$ cat src/design/lwr_pkg.sv
package lwr_pkg;

   localparam int CHAR_W       = 21;
   localparam int LIMIT_W      = 6;
   localparam int MAX_WORD_DEF = 32;
   localparam int PHRASE_LEN   = 15;
   localparam int PHRASE_IDX_W = 4;
   localparam int CMP_W        = 7;

   localparam logic [LIMIT_W-1:0]      LIMIT_RESET     = 6'd32;
   localparam logic [PHRASE_IDX_W-1:0] PHRASE_LAST_IDX = 4'(PHRASE_LEN - 1);

   localparam logic [CHAR_W-1:0] CH_TAB   = 21'h9;
   localparam logic [CHAR_W-1:0] CH_CR    = 21'hD;
   localparam logic [CHAR_W-1:0] CH_SPACE = 21'h20;
   localparam logic [CHAR_W-1:0] CH_COMMA = 21'h2C;
   localparam logic [CHAR_W-1:0] CH_DOT   = 21'h2E;

   // Replacement phrase "(bolshoe slovo)" in Cyrillic.
   function automatic logic [CHAR_W-1:0] phrase_char(input logic [PHRASE_IDX_W-1:0] idx);
      logic [CHAR_W-1:0] c;
      case (idx)
         4'd0:    c = 21'h28;
         4'd1:    c = 21'h431;
         4'd2:    c = 21'h43E;
         4'd3:    c = 21'h43B;
         4'd4:    c = 21'h44C;
         4'd5:    c = 21'h448;
         4'd6:    c = 21'h43E;
         4'd7:    c = 21'h435;
         4'd8:    c = 21'h20;
         4'd9:    c = 21'h441;
         4'd10:   c = 21'h43B;
         4'd11:   c = 21'h43E;
         4'd12:   c = 21'h432;
         4'd13:   c = 21'h43E;
         4'd14:   c = 21'h29;
         default: c = 21'h29;
      endcase
      return c;
   endfunction

   // ASCII whitespace, '.' and ','.
   function automatic logic is_delim(input logic [CHAR_W-1:0] c);
      return (c == CH_SPACE) || (c >= CH_TAB && c <= CH_CR) ||
             (c == CH_DOT) || (c == CH_COMMA);
   endfunction

endpackage

$ cat src/design/lwr_ram.sv
module lwr_ram #(
   parameter int WIDTH  = 21,
   parameter int DEPTH  = 32,
   parameter int ADDR_W = 5
) (
   input  logic              clock,
   input  logic              wr_en,
   input  logic [ADDR_W-1:0] wr_addr,
   input  logic [WIDTH-1:0]  wr_data,
   input  logic [ADDR_W-1:0] rd_addr,
   output logic [WIDTH-1:0]  rd_data
);

   logic [WIDTH-1:0] mem_ff [DEPTH];
   logic [WIDTH-1:0] rd_data_ff;

   always_ff @(posedge clock) begin
      if (wr_en) begin
         mem_ff[wr_addr] <= wr_data;
      end
      rd_data_ff <= mem_ff[rd_addr];
   end

   assign rd_data = rd_data_ff;

endmodule

$ cat src/design/long_word_replacer.sv
// Word filter for a stream of Unicode code points. Each req_ transfer carries one
// character; words (runs of characters other than ASCII whitespace, '.' and ',')
// are collected in a MAX_WORD-entry RAM and, once a delimiter or the sentence-end
// flag closes them, sent out unchanged if they hold at most csr_word_limit
// characters, or replaced by the 15-character phrase "(bolshoe slovo)" in Cyrillic.
// Words longer than MAX_WORD are always replaced. Delimiters follow their word,
// and rsp_sentence_done marks the last character a sentence emits. A word
// character with no sentence end gives no result. A flush of a kept word reads
// the RAM and then loads the output for each character, since the word RAM has
// a registered read port; a replaced word loads the phrase characters in turn,
// and a delimiter is loaded after the word it closes. Input is
// stalled for the whole flush. Results leave through an output register, so a
// stalled rsp_ side only holds the block while a flush is waiting on it. The user
// writes csr_word_limit only while the block is idle; the block does not check it.
module long_word_replacer
   import lwr_pkg::*;
#(
   parameter int MAX_WORD = MAX_WORD_DEF
) (
   input  logic               clock,
   input  logic               reset,
   // configuration
   input  logic               csr_write_en,
   input  logic [LIMIT_W-1:0] csr_word_limit,
   // input characters
   input  logic               req_valid,
   output logic               req_stall,
   input  logic [CHAR_W-1:0]  req_char_code,
   input  logic               req_end_of_sentence,
   // output characters
   output logic               rsp_valid,
   input  logic               rsp_stall,
   output logic [CHAR_W-1:0]  rsp_out_char,
   output logic               rsp_sentence_done
);

   localparam int LEN_W = $clog2(MAX_WORD + 1);
   localparam int IDX_W = (MAX_WORD > 1) ? $clog2(MAX_WORD) : 1;
   localparam logic [LEN_W-1:0] LEN_MAX = LEN_W'(MAX_WORD);

   // sequencer states
   localparam logic [2:0] S_IDLE   = 3'd0;
   localparam logic [2:0] S_READ   = 3'd1;  // RAM read issued
   localparam logic [2:0] S_SEND   = 3'd2;  // RAM data ready for the output
   localparam logic [2:0] S_PHRASE = 3'd3;  // phrase characters
   localparam logic [2:0] S_DELIM  = 3'd4;  // delimiter after the word

   logic [2:0]              state_ff, state_in;
   logic [LIMIT_W-1:0]      limit_ff, limit_in;
   logic [LEN_W-1:0]        len_ff, len_in;
   logic                    too_long_ff, too_long_in;
   logic [LEN_W-1:0]        idx_ff, idx_in;
   logic [PHRASE_IDX_W-1:0] phr_ff, phr_in;
   logic                    pend_delim_ff, pend_delim_in;
   logic                    eos_ff, eos_in;
   logic [CHAR_W-1:0]       delim_ff, delim_in;

   logic                    out_valid_ff, out_valid_in;
   logic [CHAR_W-1:0]       out_char_ff, out_char_in;
   logic                    out_done_ff, out_done_in;

   logic                    req_take;
   logic                    out_free;
   logic                    in_delim;
   logic                    have_word;
   logic                    replace;
   logic                    ram_we;
   logic [CHAR_W-1:0]       ram_rdata;
   logic [LEN_W-1:0]        len_upd;
   logic                    too_long_upd;
   logic                    word_last;

   assign req_stall = (state_ff != S_IDLE);
   assign req_take  = req_valid && !req_stall;
   // output register is free when empty or being taken this cycle
   assign out_free  = !out_valid_ff || !rsp_stall;
   assign in_delim  = is_delim(req_char_code);

   // word state as it stands after storing a word character
   assign len_upd      = (len_ff < LEN_MAX) ? len_ff + LEN_W'(1) : len_ff;
   assign too_long_upd = too_long_ff || (len_ff == LEN_MAX);
   assign ram_we       = req_take && !in_delim && (len_ff < LEN_MAX);

   assign have_word = (len_ff != '0) || too_long_ff;
   // flush choice, from the state before a delimiter or after a sentence-end char
   always_comb begin
      if (in_delim) begin
         replace = too_long_ff ||
                   ({{(CMP_W-LEN_W){1'b0}}, len_ff} > {{(CMP_W-LIMIT_W){1'b0}}, limit_ff});
      end else begin
         replace = too_long_upd ||
                   ({{(CMP_W-LEN_W){1'b0}}, len_upd} > {{(CMP_W-LIMIT_W){1'b0}}, limit_ff});
      end
   end

   assign word_last = (idx_ff + LEN_W'(1) == len_ff);

   lwr_ram #(
      .WIDTH  (CHAR_W),
      .DEPTH  (MAX_WORD),
      .ADDR_W (IDX_W)
   ) u_word_ram (
      .clock   (clock),
      .wr_en   (ram_we),
      .wr_addr (len_ff[IDX_W-1:0]),
      .wr_data (req_char_code),
      .rd_addr (idx_ff[IDX_W-1:0]),
      .rd_data (ram_rdata)
   );

   always_comb begin
      state_in      = state_ff;
      limit_in      = limit_ff;
      len_in        = len_ff;
      too_long_in   = too_long_ff;
      idx_in        = idx_ff;
      phr_in        = phr_ff;
      pend_delim_in = pend_delim_ff;
      eos_in        = eos_ff;
      delim_in      = delim_ff;
      out_valid_in  = out_valid_ff && rsp_stall;
      out_char_in   = out_char_ff;
      out_done_in   = out_done_ff;

      if (csr_write_en) begin
         limit_in = csr_word_limit;
      end

      case (state_ff)
         S_IDLE: begin
            if (req_take) begin
               eos_in = req_end_of_sentence;
               idx_in = '0;
               phr_in = '0;
               if (in_delim) begin
                  delim_in      = req_char_code;
                  pend_delim_in = 1'b1;
                  if (!have_word) begin
                     state_in = S_DELIM;
                  end else if (replace) begin
                     state_in = S_PHRASE;
                  end else begin
                     state_in = S_READ;
                  end
               end else begin
                  len_in        = len_upd;
                  too_long_in   = too_long_upd;
                  pend_delim_in = 1'b0;
                  if (req_end_of_sentence) begin
                     state_in = replace ? S_PHRASE : S_READ;
                  end
               end
            end
         end
         S_READ: begin
            state_in = S_SEND;
         end
         S_SEND: begin
            if (out_free) begin
               out_valid_in = 1'b1;
               out_char_in  = ram_rdata;
               out_done_in  = eos_ff && !pend_delim_ff && word_last;
               if (word_last) begin
                  len_in      = '0;
                  too_long_in = 1'b0;
                  state_in    = pend_delim_ff ? S_DELIM : S_IDLE;
               end else begin
                  idx_in   = idx_ff + LEN_W'(1);
                  state_in = S_READ;
               end
            end
         end
         S_PHRASE: begin
            if (out_free) begin
               out_valid_in = 1'b1;
               out_char_in  = phrase_char(phr_ff);
               out_done_in  = eos_ff && !pend_delim_ff && (phr_ff == PHRASE_LAST_IDX);
               if (phr_ff == PHRASE_LAST_IDX) begin
                  len_in      = '0;
                  too_long_in = 1'b0;
                  state_in    = pend_delim_ff ? S_DELIM : S_IDLE;
               end else begin
                  phr_in = phr_ff + PHRASE_IDX_W'(1);
               end
            end
         end
         S_DELIM: begin
            if (out_free) begin
               out_valid_in = 1'b1;
               out_char_in  = delim_ff;
               out_done_in  = eos_ff;
               state_in     = S_IDLE;
            end
         end
         default: begin
            state_in = S_IDLE;
         end
      endcase
   end

   always_ff @(posedge clock) begin
      if (reset) begin
         state_ff     <= S_IDLE;
         limit_ff     <= LIMIT_RESET;
         len_ff       <= '0;
         too_long_ff  <= 1'b0;
         out_valid_ff <= 1'b0;
      end else begin
         state_ff     <= state_in;
         limit_ff     <= limit_in;
         len_ff       <= len_in;
         too_long_ff  <= too_long_in;
         out_valid_ff <= out_valid_in;
      end
      idx_ff        <= idx_in;
      phr_ff        <= phr_in;
      pend_delim_ff <= pend_delim_in;
      eos_ff        <= eos_in;
      delim_ff      <= delim_in;
      out_char_ff   <= out_char_in;
      out_done_ff   <= out_done_in;
   end

   assign rsp_valid         = out_valid_ff;
   assign rsp_out_char      = out_char_ff;
   assign rsp_sentence_done = out_done_ff;

   // word count never exceeds the RAM depth
   a_len_bound: assert property (@(posedge clock) disable iff (reset)
      len_ff <= LEN_MAX)
      else $error("word length beyond storage");

   // RAM flush only reads entries of the current word
   a_idx_in_word: assert property (@(posedge clock) disable iff (reset)
      (state_ff == S_READ || state_ff == S_SEND) |-> (idx_ff < len_ff))
      else $error("flush index past word end");

   // a finished flush leaves the word empty
   a_flush_clears: assert property (@(posedge clock) disable iff (reset)
      (state_ff == S_SEND && out_free && word_last) |=> (len_ff == '0 && !too_long_ff))
      else $error("word state not cleared after flush");

   // the output register is never overwritten while stalled
   a_no_overwrite: assert property (@(posedge clock) disable iff (reset)
      (out_valid_ff && rsp_stall) |=> (out_valid_ff && $stable(out_char_ff)))
      else $error("pending result overwritten");

   // phrase counter stays inside the phrase
   a_phrase_bound: assert property (@(posedge clock) disable iff (reset)
      (state_ff == S_PHRASE) |-> (phr_ff <= PHRASE_LAST_IDX))
      else $error("phrase index out of range");

endmodule

$ cat config.mk
export PLATFORM = sky130hd
export DESIGN_NAME = long_word_replacer
export DESIGN_NICKNAME = d
export VERILOG_FILES = /design/src/design/lwr_pkg.sv /design/src/design/lwr_ram.sv /design/src/design/long_word_replacer.sv
export SDC_FILE = /design/constraint.sdc
export NUM_CORES = 1
export LEC_CHECK = 0
export BUFFER_PORTS_ARGS = -buffer_cell sky130_fd_sc_hd__buf_2
export CORE_AREA = 2 2 280 282
export DETAILED_ROUTE_END_ITERATION = 16
export DIE_AREA = 0 0 282 284
export GPL_TIMING_DRIVEN = 0
export SLEW_MARGIN = 20
export SYNTH_ARGS = -nofsm -noshare
export SYNTH_HDL_FRONTEND = slang
export SYNTH_SLANG_ARGS = --single-unit
$ cat constraint.sdc
create_clock -name clock -period 8 [get_ports clock]
set_input_delay 0 -clock clock [delete_from_list [all_inputs] [get_ports clock]]
set_output_delay 0 -clock clock [all_outputs]
set_load 0.05 [all_outputs]
# [Word-level counts from Yosys, hierarchy flattened]
# Memories as Yosys holds them, arrays and structs flattened. A register that Yosys moved wholly into a read port is not among the register bits.
# Index checks and enable logic that the tools add are counted.
[word_totals] input_bits=33 n_memories=2 output_inout_bits=24 register_bits=72 elab_cells=128 romBits=128 latchBits=0 ram_bits=672
[memory_table] name="u_word_ram.mem_ff" depth=32 word_bits=21 read_ports=1 rd_ports_with_merged_regs=1 write_ports=1 line_no="lwr_ram.sv:14" text="logic [WIDTH-1:0] mem_ff [DEPTH];"
[memory_table] name="(no name shown)" depth=16 word_bits=8 read_ports=1 rd_ports_with_merged_regs=1 write_ports=0 line_no="lwr_pkg.sv:22" text="case (idx)"
[op_classes] mul=0 n_bitwise=0 n_lt_le_gt_ge=5 eq_ne=20 n_div=0 shift=0 muxes=50 reduce_logical=36 addsub=3
[op_table] operator="equality test 21 x 6 -> 1 bit, second input constant" n=3
[op_table] operator="two-way mux 21 bit" n=3
[op_table] operator="case mux 21 bit (3 select lines)" n=1
[op_table] operator="two-way mux 6 bit" n=10
[op_table] operator="two-way mux 3 bit" n=10
[op_table] operator="greater-or-equal comparator 21 x 4 -> 1 bit, second input constant" n=1
[op_table] operator="less-or-equal comparator 21 x 4 -> 1 bit, second input constant" n=1
[op_table] operator="inequality test 2 bit, second input constant" n=9
[op_table] operator="case mux 6 bit (3 select lines)" n=1
[op_table] operator="two-way mux 4 bit" n=4
[op_table] operator="two-way mux 1 bit" n=15
[op_table] operator="case mux 3 bit (5 select lines)" n=1
[op_table] operator="adder 6 x 1 -> 6 bit, second input constant" n=2
[op_table] operator="greater-than comparator 6 bit" n=2
[op_table] operator="case mux 6 bit (2 select lines)" n=1
[op_table] operator="AND reduction 4 bit" n=3
[op_table] operator="nonzero test 3 bit" n=3
[op_table] operator="logical AND 1 bit" n=8
[op_table] operator="logical OR 1 bit" n=8
[op_table] operator="case mux 4 bit (2 select lines)" n=1
[op_table] operator="AND reduction 7 bit" n=1
[op_table] operator="equality test 3 x 2 -> 1 bit, second input constant" n=2
[op_table] operator="equality test 6 bit" n=1
[op_table] operator="equality test 6 bit, second input constant" n=1
[op_table] operator="other kinds (16)" n=22

# [Longest topological paths before layout]
[logic_depth] ltp_word=11 ltp_mapped=11 mapped_depth_nobuf=11

# [Modules after synthesis]
# A second synthesis with hierarchy kept.
[unflattened] cells_unflattened=1846 hier_area_um2=30863.4
[modules_own_cells] module="lwr_ram" instances=1 seq_area_each_um2=20599.8 cells_per_inst=1481 area_per_inst_um2=26751.9
[modules_own_cells] module="long_word_replacer" instances=1 seq_area_each_um2=2152.1 cells_per_inst=365 area_per_inst_um2=4111.4

# [Least setup slack after synthesis]
# OpenSTA, ideal clock, no wires.
[synth_path] path_type="reg2reg" startpoint="register state_ff[0]" endpoint="memory u_word_ram.mem_ff[12][0], enable pin" setup_time_ns=0.399 synth_period_minus_slack_ns=2.753 path_slack_ns=5.247 n_path_buf=2 t_required_ns=7.601 arrival_ns=2.354 stages_incl_launch_ff=7 cell_sequence="dfxtp_1 -> buf_6 -> nor4b_4 -> and2_1 -> buf_2 -> nand3b_1 -> nor2_1"
[synth_between] elab_chain_cells=7
[synth_lines] item="from (decl)" line_no="long_word_replacer.sv:48" text="logic [2:0] state_ff, state_in;"
[synth_lines] item="from (signal assigned)" line_no="long_word_replacer.sv:209" text="state_ff <= state_in;"
[synth_lines] item="nonzero test 3 bit" line_no="long_word_replacer.sv:73" text="assign req_stall = (state_ff != S_IDLE);"
[synth_lines] item="zero test 1 bit" line_no="long_word_replacer.sv:74" text="assign req_take = req_valid && !req_stall;"
[synth_lines] item="logical AND 1 bit" line_no="long_word_replacer.sv:74"
[synth_lines] item="logical AND 1 bit (2 in series)" line_no="long_word_replacer.sv:82" text="assign ram_we = req_take && !in_delim && (len_ff < LEN_MAX);"
[synth_lines] item="two-way mux 1 bit" line_no="lwr_ram.sv:18" text="if (wr_en) begin"
[synth_lines] item="two-way mux 1 bit (implied by the code)" line_no="lwr_ram.sv:19" text="mem_ff[wr_addr] <= wr_data;"
[synth_lines] item="to (decl)" line_no="lwr_ram.sv:14"
# Every way passes these cells.

# [Final worst setup path]
[layout_path] startpoint="input req_char_code[7]" endpoint="memory u_word_ram.mem_ff[5][7], enable pin"
[layout_between] elab_chain_cells=10 elab_cells_between_ends=14 cone_classes="order compare (2); eq/ne (3); mux (2); reduce/logical (7)"
[layout_lines] item="from (decl)" line_no="long_word_replacer.sv:28" text="input logic [CHAR_W-1:0] req_char_code,"
[layout_lines] item="greater-or-equal comparator 21 x 4 -> 1 bit or less-or-equal comparator 21 x 4 -> 1 bit (tied branches)" line_no="lwr_pkg.sv:45" text="return (c == CH_SPACE) || (c >= CH_TAB && c <= CH_CR) ||"
[layout_lines] item="logical AND 1 bit" line_no="lwr_pkg.sv:45"
[layout_lines] item="logical OR 1 bit (2 in series)" line_no="lwr_pkg.sv:45"
[layout_lines] item="logical OR 1 bit (*)" line_no="lwr_pkg.sv:46" text="(c == CH_DOT) || (c == CH_COMMA);"
[layout_lines] item="zero test 1 bit (*)" line_no="long_word_replacer.sv:82"
[layout_lines] item="logical AND 1 bit (*) (2 in series)" line_no="long_word_replacer.sv:82"
[layout_lines] item="two-way mux 1 bit (*)" line_no="lwr_ram.sv:18"
[layout_lines] item="two-way mux 1 bit (implied by the code) (*)" line_no="lwr_ram.sv:19"
# Every way passes the cells marked *; elsewhere a longest branch is shown, timed or not.

==> results.sh <==
export IMPL_cts_htree_levels=3
export IMPL_power_density_nw_per_um2=261
export IMPL_area_delta_synth_final_pct=16.2
export IMPL_io_pins=57
export IMPL_drt_first_pass_iters=7
export IMPL_drtAntennaViolNets=0
export IMPL_numCtsBuffers=79
export IMPL_synthTopCellsByCount="edfxtp_1 (727), mux2i_1 (123), mux4_2 (105), o221ai_1 (59), nor2_1 (58)"
export IMPL_start_util_pct=39.8
export IMPL_path_delay_family="simple AND/OR/NAND/NOR gates"
export IMPL_r2r_start="state_ff[0]"
export IMPL_finalCritPeriodShare_pct=48.2
export IMPL_required_ns=8.24
export IMPL_grt_met3_usage_pct=2.77
export IMPL_multi_input_comb_area_um2=7590
export IMPL_fin_nets=1869
export IMPL_crit_chain="dlygate4sd3_1 > buf_2 > nor4_1 > and4_1 > o211ai_1 > and2_1 > buf_2 > nand3b_1 > nor2_4"
export IMPL_tns_ns=0
export IMPL_die_area_um2=80100
export IMPL_slew_headroom_pct=19.3
export IMPL_wl_per_cell_um=26.0
export IMPL_cts_sinks=773
export IMPL_met2_usage_pct=29.2
export IMPL_hp_start="req_char_code[14]"
export IMPL_die_h_um=284
export IMPL_timing_critical_path_mode_cell="buf_2"
export IMPL_startpoint_type="input pin"
export IMPL_synth_top_area_share_pct=71.2
export IMPL_vias=16200
export IMPL_cp_end_kind="register"
export IMPL_rsz0062_at_grt="false"
export IMPL_grt_overflow=0
export IMPL_ys_seq_area_share_pct=74.2
export IMPL_period_needed_ns=3.86
export IMPL_comb_power_share_pct=10.6
export IMPL_cts_buffer_depth=3
export IMPL_fp_coreArea_um2=77000
export IMPL_hold_violations=0
export IMPL_synth_area_per_cell_um2=18.8
export IMPL_worst_r2r_endpoint="u_word_ram.mem_ff[5][7]"
export IMPL_outcome="completed"
export IMPL_cts_resized_gates=0
export IMPL_synth_flop_cell="edfxtp_1"
export IMPL_place_area_um2=32700
export IMPL_drc=0
export IMPL_r2r_slack_ns=4.42
export IMPL_async_reset_ff_share_pct=0
export IMPL_rr_worst_depth=6
export IMPL_drive_gt1_share_pct=22.1
export IMPL_die_w_um=282
export IMPL_hpwl_mm=48.4
export IMPL_finalSetupViolations=0
export IMPL_synth_top_area_cell="edfxtp_1"
export IMPL_grt_pass1_wl_mm=110
export IMPL_drt_wl_total_mm=75.9
export IMPL_cts_root_buffer="clkbuf_16"
export IMPL_synth_seq_cells=773
export IMPL_p_leak_nw=11.5
export IMPL_worst_pin_slew_ns=1.21
export IMPL_num_fill_cells=6406
export IMPL_design_area_um2=35600
export IMPL_cpPeakStageDelay_ns=0.97
export IMPL_synth_edf_count=727
export IMPL_hold_end="u_word_ram.mem_ff[25][14]"
export IMPL_p_seq_share_pct=48.8
export IMPL_clkPwrFrac_pct=40.5
export IMPL_rows=102
export IMPL_grt_pass1_vias=16100
export IMPL_antenna_found_initial=0
export IMPL_clock_latency_ns=0.63
export IMPL_skew_ns=0.0262
export IMPL_intPower_mw=7.10
export IMPL_synth_cell_types=69
export IMPL_tritoncts="done"
export IMPL_drt_initial_drc_count=1673
export IMPL_ys_top_cells_by_area="edfxtp_1 (71%), mux4_2 (7.7%), mux2i_1 (4.0%), dfxtp_1 (3.0%), o221ai_1 (1.7%)"
export IMPL_worstPathArrival_ns=4.10
export IMPL_irDropWorstVdd_mv=0.163
export IMPL_use_met1_pct=27.8
export IMPL_synth_most_common_cell="edfxtp_1"
export IMPL_hold_class="in -> reg"
export IMPL_crit_fanout=34
export IMPL_seqCellArea_um2=22800
export IMPL_fmax_ghz=0.259
export IMPL_grt_usage_pct=19.1
export IMPL_p_sw_mw=2.20
export IMPL_switching_share_pct=23.7
export IMPL_maxCapViolCount=0
export IMPL_final_max_slew_viol_count=0
export IMPL_path_class="in -> reg"
export IMPL_clk_pin_slew_worst_paths_ns=0.06
export IMPL_grt_max_degree=38
export IMPL_numPortBuffers=54
export IMPL_syn_num_nets=1695
export IMPL_netlist_instances=1635
export IMPL_synth_warnings=0
export IMPL_synth_cell_area_um2=30700
export IMPL_cp_slowest_cell="nor2_4"
export IMPL_place_gp_congestion=0.846
export IMPL_worst_path_buf_inv=3
export IMPL_via_per_inst=5.55
export IMPL_top_usage_layer="met2"
export IMPL_whs_path_depth=1
==> power by group through the flow <==
| stage | Combinational, mW | Sequential [mW] | Clock [mW] |
|---|---|---|---|
| 4_1_cts | 0.993 | 4.54 | 3.84 |
| 5_1_grt | 1.05 | 4.55 | 4.00 |
| 3_3_place_gp | 0.959 | 4.63 | 0 |
| 6_report | 0.990 | 4.54 | 3.77 |
| 3_5_place_dp | 0.979 | 4.63 | 0 |
| 2_1_floorplan | 0.581 | 4.65 | 0 |
==> flip-flops by register name (all words and copies together) (netlist names), named ones only <==
name and flops:
delim_ff 21, eos_ff 1, idx_ff 6, len_ff 6, limit_ff 6, pend_delim_ff 1, phr_ff 4, rsp_out_char 21
rsp_sentence_done 1, rsp_valid 1, state_ff 3, too_long_ff 1, u_word_ram.mem_ff 672, u_word_ram.rd_data 21
==> cell type report <==
| cell class | count | area share [%] |
|---|---|---|
| inverters | 21 | 0.221 |
| multi-input cells | 747 | 21.3 |
| repair buffers | 93 | 2.16 |
| clock buffers | 94 | 5.82 |
| flip-flops and latches | 773 | 63.8 |
| diodes | 1 | 0.00702 |
| plain buffers | 94 | 1.39 |
| well taps | 1040 | 3.65 |
| clock inverters | 50 | 1.61 |
==> kinds of logic (layout without fill, tap and decap cells) <==
family | Yosys count | in the layout | share of synthesized area, %
DFF | 773 | 773 | 74.2
muxes | 271 | 271 | 13.3
xor gates and xnor gates | 19 | 19 | 0.612
adders and majority gates | 27 | 27 | 1.10
and+or+nand+nor | 178 | 178 | 2.85
AOI/OAI and AO/OA | 252 | 252 | 6.07
buffers and inverters | 115 | 352 | 1.87
other | 0 | 1 | 0
==> what timing repair did <==
action | in CTS | in global routing
endpoints found under the hold margin | 290 | 0
hold buffers | 27 | 0
buffers inserted | 0 | 0
==> through the flow <==
step / util, % / std cells / power, mW / hold slack, ns / setup slack (ns)
after floorplan: - / 1635 / 5.23 / 0.0989 / 5.25
after global placement: 41.9 / 2729 / 5.59 / 0.229 / 3.11
after detailed placement: 42.5 / 2741 / 5.61 / 0.239 / 3.91
after CTS: 46.3 / 2912 / 9.37 / 0.00101 / 4.25
after global routing: 46.3 / 2912 / 9.60 / 0.0246 / 4.03
final: 46.3 / 2913 / 9.30 / 0.0150 / 4.14
==> how the worst max path moves through the flow <==
stage                                 to  cells after the start               from  slack [ns]
2_1_floorplan   u_word_ram.mem_ff[12][0]                      6        state_ff[0]        5.25
3_3_place_gp   u_word_ram.mem_ff[17][14]                      8   req_char_code[3]        3.11
3_5_place_dp     u_word_ram.mem_ff[5][8]                      8   req_char_code[3]        3.91
4_1_cts          u_word_ram.mem_ff[5][7]                      9   req_char_code[7]        4.25
5_1_grt          u_word_ram.mem_ff[5][7]                      9  req_char_code[16]        4.03
6_report         u_word_ram.mem_ff[5][7]                      9   req_char_code[7]        4.14
==> routing by layer <==
layer | share of wire [%] | vias up
met5 | 0 | -
met4 | 3.1 | 0
met3 | 6.4 | 118
met2 | 46 | 610
li1 | - | 7020
met1 | 44 | 8422
==> layout by cell type (no fill, tap or decap), types with 27 or more instances in the layout <==
cell	n
dlygate4sd3_1	27
ha_1	27
mux2i_1	123
nor2_4	33
mux2_2	43
clkbuf_16	80
o21ai_0	29
nand2_1	43
buf_2	73
mux4_2	105
o221ai_1	59
edfxtp_1	727
dfxtp_1	46
a21oi_1	33
clkbuf_1	57
No activity file was read; power rests on OpenSTA's default activity.
